==> config.mk <==
export PLATFORM = sky130hd
export DESIGN_NAME = periodic_task_timer_table_top_flat
export DESIGN_NICKNAME = d
export VERILOG_FILES = /design/src/rtl/ptt_pkg.sv /design/src/rtl/ptt_in_if.sv /design/src/rtl/ptt_out_if.sv /design/src/rtl/ptt_ram.sv /design/src/rtl/periodic_task_timer_table_top.sv /design/src/flat_wrapper.sv
export SDC_FILE = /design/constraint.sdc
export NUM_CORES = 1
export LEC_CHECK = 0
export BUFFER_PORTS_ARGS = -buffer_cell sky130_fd_sc_hd__buf_4
export CORE_MARGIN = 1
export CORE_UTILIZATION = 55
export CTS_BUF_LIST = sky130_fd_sc_hd__clkbuf_8
export DETAILED_ROUTE_END_ITERATION = 16
export MAX_ROUTING_LAYER = met4
export PLACE_DENSITY = 0.74
export SLEW_MARGIN = 20
export SYNTH_ARGS = -nofsm -noshare
export SYNTH_HDL_FRONTEND = slang
export SYNTH_HIERARCHICAL = 1
export SYNTH_SLANG_ARGS = --single-unit
==> constraint.sdc <==
create_clock -name clk -period 10.9 [get_ports clk]
set_input_delay 3.27 -clock clk [delete_from_list [all_inputs] [get_ports clk]]
set_output_delay 3.27 -clock clk [all_outputs]
set_load 0.02 [all_outputs]
==> src/rtl/ptt_pkg.sv <==
// Package for the periodic task timer table.
// Holds slot count, field widths, action codes and the table word layout.
// No dependencies.
package ptt_pkg;

  localparam int NUM_SLOTS   = 16;
  localparam int SLOT_W      = (NUM_SLOTS > 1) ? $clog2(NUM_SLOTS) : 1;
  localparam int CNT_W       = SLOT_W + 1;

  localparam int ACTION_W    = 3;
  localparam int SLOT_FLD_W  = 4;
  localparam int PERIOD_W    = 16;
  localparam int TIME_W      = 32;
  localparam int MASK_W      = 16;
  localparam int MASK_PAD_W  = (NUM_SLOTS > MASK_W) ? NUM_SLOTS : MASK_W;
  localparam int WORD_W      = 2 * PERIOD_W;

  localparam logic [ACTION_W-1:0] ACT_TICK     = 3'd0;
  localparam logic [ACTION_W-1:0] ACT_ADD      = 3'd1;
  localparam logic [ACTION_W-1:0] ACT_REMOVE   = 3'd2;
  localparam logic [ACTION_W-1:0] ACT_CLAIM    = 3'd3;
  localparam logic [ACTION_W-1:0] ACT_SET_TIME = 3'd4;

  // One table entry: reload period in the upper half, countdown in the lower.
  typedef struct packed {
    logic [PERIOD_W-1:0] reload;
    logic [PERIOD_W-1:0] countdown;
  } slot_word_t;

endpackage

==> src/rtl/ptt_in_if.sv <==
// Input channel of the periodic task timer table: valid/ready plus one action.
// Depends on ptt_pkg.
interface ptt_in_if;
  logic                           valid;
  logic                           ready;
  logic [ptt_pkg::ACTION_W-1:0]   action;
  logic [ptt_pkg::SLOT_FLD_W-1:0] slot;
  logic [ptt_pkg::PERIOD_W-1:0]   period;
  logic [ptt_pkg::PERIOD_W-1:0]   first_expire;
  logic [ptt_pkg::TIME_W-1:0]     time_value;

  modport source (output valid, action, slot, period, first_expire, time_value,
                  input ready);
  modport sink   (input valid, action, slot, period, first_expire, time_value,
                  output ready);
endinterface

==> src/rtl/ptt_out_if.sv <==
// Result channel of the periodic task timer table: valid/ready plus one result.
// Depends on ptt_pkg.
interface ptt_out_if;
  logic                           valid;
  logic                           ready;
  logic [ptt_pkg::MASK_W-1:0]     ready_mask;
  logic [ptt_pkg::TIME_W-1:0]     time_now;
  logic [ptt_pkg::SLOT_FLD_W-1:0] claimed_slot;
  logic                           claim_found;

  modport source (output valid, ready_mask, time_now, claimed_slot, claim_found,
                  input ready);
  modport sink   (input valid, ready_mask, time_now, claimed_slot, claim_found,
                  output ready);
endinterface

==> src/rtl/ptt_ram.sv <==
// Generic single-write, single-read RAM with registered read data.
// No dependencies.
module ptt_ram #(
  parameter int WIDTH = 32,
  parameter int DEPTH = 16
) (
  input  logic                             clk,
  input  logic                             we,
  input  logic [$clog2(DEPTH)-1:0]         waddr,
  input  logic [WIDTH-1:0]                 wdata,
  input  logic [$clog2(DEPTH)-1:0]         raddr,
  output logic [WIDTH-1:0]                 rdata
);

  logic [WIDTH-1:0] mem [DEPTH];

  always_ff @(posedge clk) begin
    if (we) begin
      mem[waddr] <= wdata;
    end
    rdata <= mem[raddr];
  end

endmodule

==> src/rtl/periodic_task_timer_table_top.sv <==
// Periodic task timer table: sequencer, slot flag registers and table RAM.
// Depends on ptt_pkg, ptt_in_if, ptt_out_if and ptt_ram.
//
// Usage:
//   in_ch carries one action per transfer (tick, add, remove, claim, set time)
//   with its slot, period, first expiry and time value. out_ch returns exactly
//   one result per action: the ready mask, the tick count, and for a claim the
//   slot handed out and a found flag.
// Sequencing:
//   after the in_ch transfer, add, remove, set time and unused codes go
//   straight to the output state; a claim first scans the ready flags (one
//   ready flag scanned per cycle) and a tick first walks every slot through
//   the countdown RAM's one read and one write port. The output state loads
//   the result and returns to idle; in_ch.ready is high only when idle.
// Reset:
//   rst (synchronous) empties every slot, clears all ready flags, sets the
//   tick count to zero and drops out_ch.valid. No clearing pass is needed.
// Stall:
//   a held result stays in the output register; the next action is taken
//   meanwhile and its result waits until the pending one is transferred.
module periodic_task_timer_table_top (
  input  logic         clk,
  input  logic         rst,
  ptt_in_if.sink       in_ch,
  ptt_out_if.source    out_ch
);

  typedef enum logic [1:0] {
    S_IDLE,
    S_TICK,
    S_CLAIM,
    S_OUT
  } state_t;

  localparam logic [ptt_pkg::CNT_W-1:0] LAST_CNT = ptt_pkg::CNT_W'(ptt_pkg::NUM_SLOTS);

  state_t                          state;
  logic [ptt_pkg::NUM_SLOTS-1:0]   slot_in_use;
  logic [ptt_pkg::NUM_SLOTS-1:0]   slot_ready;
  logic [ptt_pkg::NUM_SLOTS-1:0]   slot_oneshot;
  logic [ptt_pkg::TIME_W-1:0]      tick_count;

  logic [ptt_pkg::CNT_W-1:0]       walk;
  logic                            pend_v;
  logic [ptt_pkg::SLOT_W-1:0]      pend_idx;
  logic [ptt_pkg::SLOT_FLD_W-1:0]  res_claimed;
  logic                            res_found;

  logic                            in_xfer;
  logic                            slot_ok;
  logic [ptt_pkg::SLOT_W-1:0]      in_idx;
  logic [ptt_pkg::SLOT_W-1:0]      walk_idx;
  logic                            out_free;

  logic                            ram_we;
  logic [ptt_pkg::SLOT_W-1:0]      ram_waddr;
  ptt_pkg::slot_word_t             ram_wdata;
  ptt_pkg::slot_word_t             ram_rdata;

  logic [ptt_pkg::PERIOD_W-1:0]    cd_dec;
  logic                            cd_expire;
  logic [ptt_pkg::MASK_PAD_W-1:0]  mask_pad;

  assign in_ch.ready = (state == S_IDLE);
  assign in_xfer     = in_ch.valid && in_ch.ready;
  assign slot_ok     = (int'(in_ch.slot) < ptt_pkg::NUM_SLOTS);
  assign in_idx      = ptt_pkg::SLOT_W'(in_ch.slot);
  assign walk_idx    = walk[ptt_pkg::SLOT_W-1:0];
  assign out_free    = !out_ch.valid || out_ch.ready;

  // Shared countdown unit: decrement and detect expiry.
  assign cd_dec    = ram_rdata.countdown - 1'b1;
  assign cd_expire = (cd_dec == '0);

  assign mask_pad  = ptt_pkg::MASK_PAD_W'(slot_ready);

  always_comb begin
    ram_we    = 1'b0;
    ram_waddr = in_idx;
    ram_wdata = '{reload: in_ch.period, countdown: in_ch.first_expire};
    if (state == S_TICK) begin
      ram_we    = pend_v && slot_in_use[pend_idx];
      ram_waddr = pend_idx;
      ram_wdata = '{reload:    ram_rdata.reload,
                    countdown: cd_expire ? ram_rdata.reload : cd_dec};
    end else if (in_xfer && in_ch.action == ptt_pkg::ACT_ADD && slot_ok) begin
      ram_we = 1'b1;
    end
  end

  ptt_ram #(
    .WIDTH (ptt_pkg::WORD_W),
    .DEPTH (ptt_pkg::NUM_SLOTS)
  ) u_table (
    .clk   (clk),
    .we    (ram_we),
    .waddr (ram_waddr),
    .wdata (ram_wdata),
    .raddr (walk_idx),
    .rdata (ram_rdata)
  );

  always_ff @(posedge clk) begin
    if (rst) begin
      state         <= S_IDLE;
      slot_in_use   <= '0;
      slot_ready    <= '0;
      tick_count    <= '0;
      pend_v        <= 1'b0;
      out_ch.valid  <= 1'b0;
    end else begin
      // Drop valid after the transfer unless a new result is loaded now.
      if (out_ch.valid && out_ch.ready && state != S_OUT) begin
        out_ch.valid <= 1'b0;
      end
      unique case (state)
        S_IDLE: begin
          if (in_xfer) begin
            res_claimed <= '0;
            res_found   <= 1'b0;
            walk        <= '0;
            pend_v      <= 1'b0;
            unique case (in_ch.action)
              ptt_pkg::ACT_TICK: begin
                tick_count <= tick_count + 1'b1;
                state      <= S_TICK;
              end
              ptt_pkg::ACT_ADD: begin
                if (slot_ok) begin
                  slot_in_use[in_idx]  <= 1'b1;
                  slot_ready[in_idx]   <= (in_ch.period == '0);
                  slot_oneshot[in_idx] <= (in_ch.period == '0);
                end
                state <= S_OUT;
              end
              ptt_pkg::ACT_REMOVE: begin
                if (slot_ok) begin
                  slot_in_use[in_idx] <= 1'b0;
                  slot_ready[in_idx]  <= 1'b0;
                end
                state <= S_OUT;
              end
              ptt_pkg::ACT_CLAIM: begin
                state <= S_CLAIM;
              end
              ptt_pkg::ACT_SET_TIME: begin
                tick_count <= in_ch.time_value;
                state      <= S_OUT;
              end
              default: begin
                state <= S_OUT;
              end
            endcase
          end
        end
        S_TICK: begin
          // Issue one read per cycle; finish the slot read in the previous cycle.
          if (walk != LAST_CNT) begin
            walk     <= walk + 1'b1;
            pend_v   <= 1'b1;
            pend_idx <= walk_idx;
          end else begin
            pend_v <= 1'b0;
          end
          if (pend_v && slot_in_use[pend_idx] && cd_expire) begin
            slot_ready[pend_idx] <= 1'b1;
          end
          if (walk == LAST_CNT && !pend_v) begin
            state <= S_OUT;
          end
        end
        S_CLAIM: begin
          if (walk == LAST_CNT) begin
            state <= S_OUT;
          end else if (slot_in_use[walk_idx] && slot_ready[walk_idx]) begin
            slot_ready[walk_idx] <= 1'b0;
            if (slot_oneshot[walk_idx]) begin
              slot_in_use[walk_idx] <= 1'b0;
            end
            res_claimed <= ptt_pkg::SLOT_FLD_W'(walk_idx);
            res_found   <= 1'b1;
            state       <= S_OUT;
          end else begin
            walk <= walk + 1'b1;
          end
        end
        S_OUT: begin
          // Hold until the result register is free.
          if (out_free) begin
            out_ch.valid        <= 1'b1;
            out_ch.ready_mask   <= mask_pad[ptt_pkg::MASK_W-1:0];
            out_ch.time_now     <= tick_count;
            out_ch.claimed_slot <= res_claimed;
            out_ch.claim_found  <= res_found;
            state               <= S_IDLE;
          end
        end
        default: state <= S_IDLE;
      endcase
    end
  end

endmodule
==> src/flat_wrapper.sv <==
// flat-port wrapper written by rule: the top's interface ports become plain ports
module periodic_task_timer_table_top_flat 
  (clk, rst, in_ch_valid, in_ch_action, in_ch_slot, in_ch_period, in_ch_first_expire, in_ch_time_value, in_ch_ready, out_ch_valid, out_ch_ready_mask, out_ch_time_now, out_ch_claimed_slot, out_ch_claim_found, out_ch_ready);
  ptt_in_if in_ch_i ();
  ptt_out_if out_ch_i ();
  input  logic clk;
  input  logic rst;
  input wire logic [$bits(in_ch_i.valid)-1:0] in_ch_valid;
  input wire logic [$bits(in_ch_i.action)-1:0] in_ch_action;
  input wire logic [$bits(in_ch_i.slot)-1:0] in_ch_slot;
  input wire logic [$bits(in_ch_i.period)-1:0] in_ch_period;
  input wire logic [$bits(in_ch_i.first_expire)-1:0] in_ch_first_expire;
  input wire logic [$bits(in_ch_i.time_value)-1:0] in_ch_time_value;
  output wire logic [$bits(in_ch_i.ready)-1:0] in_ch_ready;
  output wire logic [$bits(out_ch_i.valid)-1:0] out_ch_valid;
  output wire logic [$bits(out_ch_i.ready_mask)-1:0] out_ch_ready_mask;
  output wire logic [$bits(out_ch_i.time_now)-1:0] out_ch_time_now;
  output wire logic [$bits(out_ch_i.claimed_slot)-1:0] out_ch_claimed_slot;
  output wire logic [$bits(out_ch_i.claim_found)-1:0] out_ch_claim_found;
  input wire logic [$bits(out_ch_i.ready)-1:0] out_ch_ready;
  assign in_ch_i.valid = in_ch_valid;
  assign in_ch_i.action = in_ch_action;
  assign in_ch_i.slot = in_ch_slot;
  assign in_ch_i.period = in_ch_period;
  assign in_ch_i.first_expire = in_ch_first_expire;
  assign in_ch_i.time_value = in_ch_time_value;
  assign in_ch_ready = in_ch_i.ready;
  assign out_ch_valid = out_ch_i.valid;
  assign out_ch_ready_mask = out_ch_i.ready_mask;
  assign out_ch_time_now = out_ch_i.time_now;
  assign out_ch_claimed_slot = out_ch_i.claimed_slot;
  assign out_ch_claim_found = out_ch_i.claim_found;
  assign out_ch_i.ready = out_ch_ready;
  periodic_task_timer_table_top u_core (.clk(clk), .rst(rst), .in_ch(in_ch_i), .out_ch(out_ch_i));
endmodule
==> results by stage <==
STA:
- The slew at the pin closest to its max-slew limit is 1.14 ns.
- The final count of pins violating max slew is 0.
- The number of setup violations in the final report is 0.
- Dividing the final minimum period by the clock period gives 0.534.
- Setup repair after global routing left no endpoint under its margin.
- In this run the tightest slew margin relative to its limit is 0.240.
- The worst hold slack after final layout is 0.415 ns.
- The sum of negative setup slack is 0 ns.
- The number of hold violations in the final report is 0.
- Between clock sinks in the finished design, the worst skew comes to 0.0287 ns.
- The final critical-path required period is 5.82 ns.
- The fmax is 0.172 GHz.

CTS:
- The number of H-tree levels is 3.
- The number of buffers on the longest clock path is 3.
- The number of setup buffers added after CTS is 0.
- The clock input transition at the sequential cells of the worst setup and hold paths is 0.06 ns.
- The number of sinks driven by the clock tree is 695.
- Hold repair after CTS inserted 0 buffers.
- The clock tree from TritonCTS is built.
- At the later pin of the worst-skew pair, clock insertion delay measures 0.72 ns.
- The number of buffers created by CTS is 107.
- The clock tree root buffer cell is sky130_fd_sc_hd__clkbuf_8.
- Once the clock tree was built, the resizer swapped 0 gates to a different size.

Synth:
- For this run, the leading register cell type out of synthesis is sky130_fd_sc_hd__edfxtp_1.
- The synthesized design spends more area on one cell type than any other, namely sky130_fd_sc_hd__edfxtp_1.
- The summed instance area of the synthesized netlist is 0.0288 sq mm.
- The synthesized netlist net count is 1,924.
- Synthesis handed over a netlist of 1,837 instances.
- By count the netlist is led by sky130_fd_sc_hd__edfxtp_1, sky130_fd_sc_hd__mux4_2, sky130_fd_sc_hd__nor2_1, sky130_fd_sc_hd__a21oi_1, sky130_fd_sc_hd__dfxtp_1.
- The share of synthesized area in the top cell type comes to 0.621.
- The share of flip-flops with an asynchronous set or reset after synthesis is 0.
- In this run the mean area of a mapped cell was 15.7 sq um.
- The number of flops mapped to enable cells by yosys is 595.
- After synthesis, the netlist uses 69 different library cells.
- The share of the yosys chip area belonging to registers is 0.691.
- During synthesis, Yosys emitted a total of 6 warnings.
- Counting flops and latches in the post-synthesis netlist gives 695.
- The most repeated cell in the gate-level netlist after synthesis is sky130_fd_sc_hd__edfxtp_1.
- In the post-synthesis netlist, the biggest area contributors are sky130_fd_sc_hd__edfxtp_1, sky130_fd_sc_hd__mux4_2, sky130_fd_sc_hd__dfxtp_1.

Detailed routing:
- The total routed wirelength is 70,900 microns.
- After detailed routing, the number of vias per cell comes to 6.42.
- The detailed-route via count is 17,700.
- In the routed design, unresolved DRC markers number 0.
- The first detailed-routing pass took 7 iterations.
- The number of nets with antenna violations after detailed routing is 0.
- In the final routed layout, each cell accounts on average for 25.7 microns.
- The number of DRC markers in iteration 0 is 1,683.

Global routing:
- The global-route wire length before repair is 107,000 microns.
- The largest net degree at the start of global routing is 142.
- The global router's overall resource usage is 0.278.
- The initial antenna violation count was 1.
- The number of global-route vias before repair is 17,400.
- The final global-route overflow total is 0.

Critical path:
- The count of buffer and inverter cells on the critical path is 2.
- On the critical path the largest part of the delay comes from simple AND/OR/NAND/NOR gates.
- The critical path is of the input port to register type.
- Walking the worst path, the cells encountered are buf_4 > nor4b_1 > nor2_1 > a21oi_1 > nand3b_1 > nor2_4 > buf_4.
- The worst reg-to-reg path cell count is 10.
- The stage delay of the slowest cell on the critical path is 0.82 ns.
- The sort of element at the start of the critical path is an input port.
- The dominant cell type by count on the critical path is sky130_fd_sc_hd__buf_4.
- At the worst endpoint, the required time is 11.28 ns.
- The critical-path maximum fanout is 18.
- The worst endpoint data arrival time is 6.20 ns.
- On the critical path, the stage with the largest delay is an instance of sky130_fd_sc_hd__nor4b_1.
- Counting buffers and inverters, the worst setup path is 7 cells deep.
- The capturing element type of the critical path is a register.

Placed design:
- The count of buffers from port buffering is 129.
- Routability-driven placement finished with a final weighted congestion of 0.959.
- Detailed placement ended at an HPWL of 42,800 microns.

Power:
- In this run the static leakage power is 10.9 nW.
- The total power divided by cell area is 225 mW/mm^2.
- The total power is 7.38 mW.
- Of the total power, registers draw 0.468.
- Of the total power, the share spent switching nets is 0.318.
- The clock power share is 0.289.
- The maximum resistive drop on vdd is 0.000190 V.
- The total net switching power is 2.35 mW.
- The relative contribution of combinational cells to total power is 0.244.
- The internal power component is 5.03 mW.

Floorplan:
- Measured along the y axis, the die boundary spans 231 microns.
- The die is 231 microns wide.
- The effective utilization at floorplan is 0.559.
- The total area inside the core boundary comes to 0.0515 sq mm.
- The die covers 0.0532 sq mm.
- The floorplan has 83 rows.
- The count of boundary I/O pins is 130.

Hold path:
- The number of cells traversed by the worst hold path is 0.
- The tightest min-delay check is of the register to register type.

Layout:
- For this run, the post-layout net count is 2,076.
- In the final layout, the share of cells above drive strength 1 is 0.253.
- The area added between synthesis and finish is 13.9%.

Run status:
- The flow ran to the end, and the final reports show no timing, DRC or antenna violations.

Flow run:
- The number of maximum-capacitance constraint violations is 0.
[final timing paths]
path                                               from                            end  slack (ns)
worst max-delay path                    in_ch_action[2]     u_core/u_table/mem[11][27]        5.08
worst min-delay path              u_core/res_claimed[3]  u_core/out_ch.claimed_slot[3]        0.42
worst max register to register  u_core/u_table/rdata[0]       u_core/u_table/mem[0][4]        6.33
worst min register to register    u_core/res_claimed[3]  u_core/out_ch.claimed_slot[3]        0.42
[per-layer routing]
layer  up-vias  global-route usage  wire length, microns  share of wire
met1      8992               0.366                 28100           0.40
met3       127              0.0440                  5610          0.079
met5         -                   -                     0              0
met2       920               0.445                 35300           0.50
met4         0              0.0925                  1880          0.026
li1       7701                   -                     -              -
[cells by family (layout without fill, tap and decap cells)]
logic type / after synthesis / count (layout) / synth area share
flops: 695 / 695 / 0.691
simple gates: 405 / 405 / 0.0678
other cells: 0 / 1 / 0
fa+ha+maj: 12 / 12 / 0.00522
xor+xnor: 18 / 18 / 0.00548
buf+inv: 156 / 401 / 0.0225
compound gates: 388 / 388 / 0.0905
mux: 163 / 163 / 0.118
[worst register-to-register path: stages (launching register included)]
cell                      delay, ns
sky130_fd_sc_hd__dfxtp_1       0.40
sky130_fd_sc_hd__inv_1         0.17
sky130_fd_sc_hd__ha_1          0.32
sky130_fd_sc_hd__nor3b_1       0.68
sky130_fd_sc_hd__nand4_1       0.20
sky130_fd_sc_hd__xor2_1        0.30
sky130_fd_sc_hd__nand3_1       0.15
sky130_fd_sc_hd__nor4_2        0.73
sky130_fd_sc_hd__buf_4         0.29
sky130_fd_sc_hd__a21oi_1       0.12
sky130_fd_sc_hd__a21oi_1       0.88
[flip-flops by register name (all words and copies together), names as in the netlist, named ones only]
name                        count
u_core/pend_v                   1
u_core/tick_count              32
u_core/state                    2
u_core/out_ch.claim_found       1
u_core/u_table/mem            512
u_core/out_ch.time_now         32
u_core/mask_pad                16
u_core/walk                     5
u_core/res_found                1
u_core/slot_oneshot            16
u_core/out_ch.ready_mask       16
u_core/pend_idx                 4
u_core/u_table/rdata           32
u_core/res_claimed              4
u_core/out_ch.valid             1
u_core/out_ch.claimed_slot      4
[layout by cell type, fill, tap and decap left out, types with 9 or more instances in the layout]
| master | instances |
|---|---|
| sky130_fd_sc_hd__a211oi_1 | 19 |
| sky130_fd_sc_hd__a21oi_1 | 92 |
| sky130_fd_sc_hd__a21oi_2 | 9 |
| sky130_fd_sc_hd__a22oi_1 | 65 |
| sky130_fd_sc_hd__a31oi_1 | 11 |
| sky130_fd_sc_hd__and3_1 | 13 |
| sky130_fd_sc_hd__buf_4 | 158 |
| sky130_fd_sc_hd__clkbuf_8 | 114 |
| sky130_fd_sc_hd__clkinv_1 | 30 |
| sky130_fd_sc_hd__clkinv_2 | 15 |
| sky130_fd_sc_hd__dfxtp_1 | 100 |
| sky130_fd_sc_hd__edfxtp_1 | 595 |
| sky130_fd_sc_hd__ha_1 | 11 |
| sky130_fd_sc_hd__inv_1 | 68 |
| sky130_fd_sc_hd__mux2_2 | 20 |
| sky130_fd_sc_hd__mux4_2 | 139 |
| sky130_fd_sc_hd__nand2_1 | 91 |
| sky130_fd_sc_hd__nand3_1 | 41 |
| sky130_fd_sc_hd__nand4_1 | 19 |
| sky130_fd_sc_hd__nor2_1 | 116 |
| sky130_fd_sc_hd__nor2_4 | 13 |
| sky130_fd_sc_hd__nor3_1 | 25 |
| sky130_fd_sc_hd__nor4_1 | 11 |
| sky130_fd_sc_hd__o21ai_0 | 70 |
| sky130_fd_sc_hd__o22ai_1 | 11 |
| sky130_fd_sc_hd__o311ai_1 | 12 |
| sky130_fd_sc_hd__o31ai_1 | 19 |
| sky130_fd_sc_hd__or2_2 | 10 |
| sky130_fd_sc_hd__or3_1 | 9 |
| sky130_fd_sc_hd__xor2_1 | 10 |
[stage by stage]
step / worst slack, ns / instances / util / instance area (sq um)
floorplan: 2.58 / 1837 / - / 28800
global placement: 4.36 / 2557 / 0.592 / 30500
detailed placement: 4.29 / 2557 / 0.592 / 30500
CTS: 5.05 / 2759 / 0.633 / 32600
global route: 5.02 / 2763 / 0.636 / 32800
finish: 5.08 / 2763 / 0.636 / 32800
[power groups by stage]
| stage | logic, mW | registers [mW] | clock network [mW] |
|---|---|---|---|
| final | 1.80 | 3.45 | 2.13 |
| after global routing | 1.93 | 3.46 | 2.28 |
| after CTS | 1.78 | 3.45 | 2.17 |
| after detailed placement | 1.77 | 3.51 | 0 |
| after global placement | 1.73 | 3.50 | 0 |
| after floorplan | 1.26 | 3.42 | 0 |
[layout make-up]
class | count | area, sq um
clock inverters | 88 | 546
diodes | 1 | 2.50
well taps | 680 | 851
clock buffers | 114 | 1570
multi-input cells | 986 | 8490
repair buffers | 163 | 1310
fillers | 3673 | 18700
flip-flops and latches | 695 | 19900
inverters | 36 | 135
(Power assumes the default switching activity.)
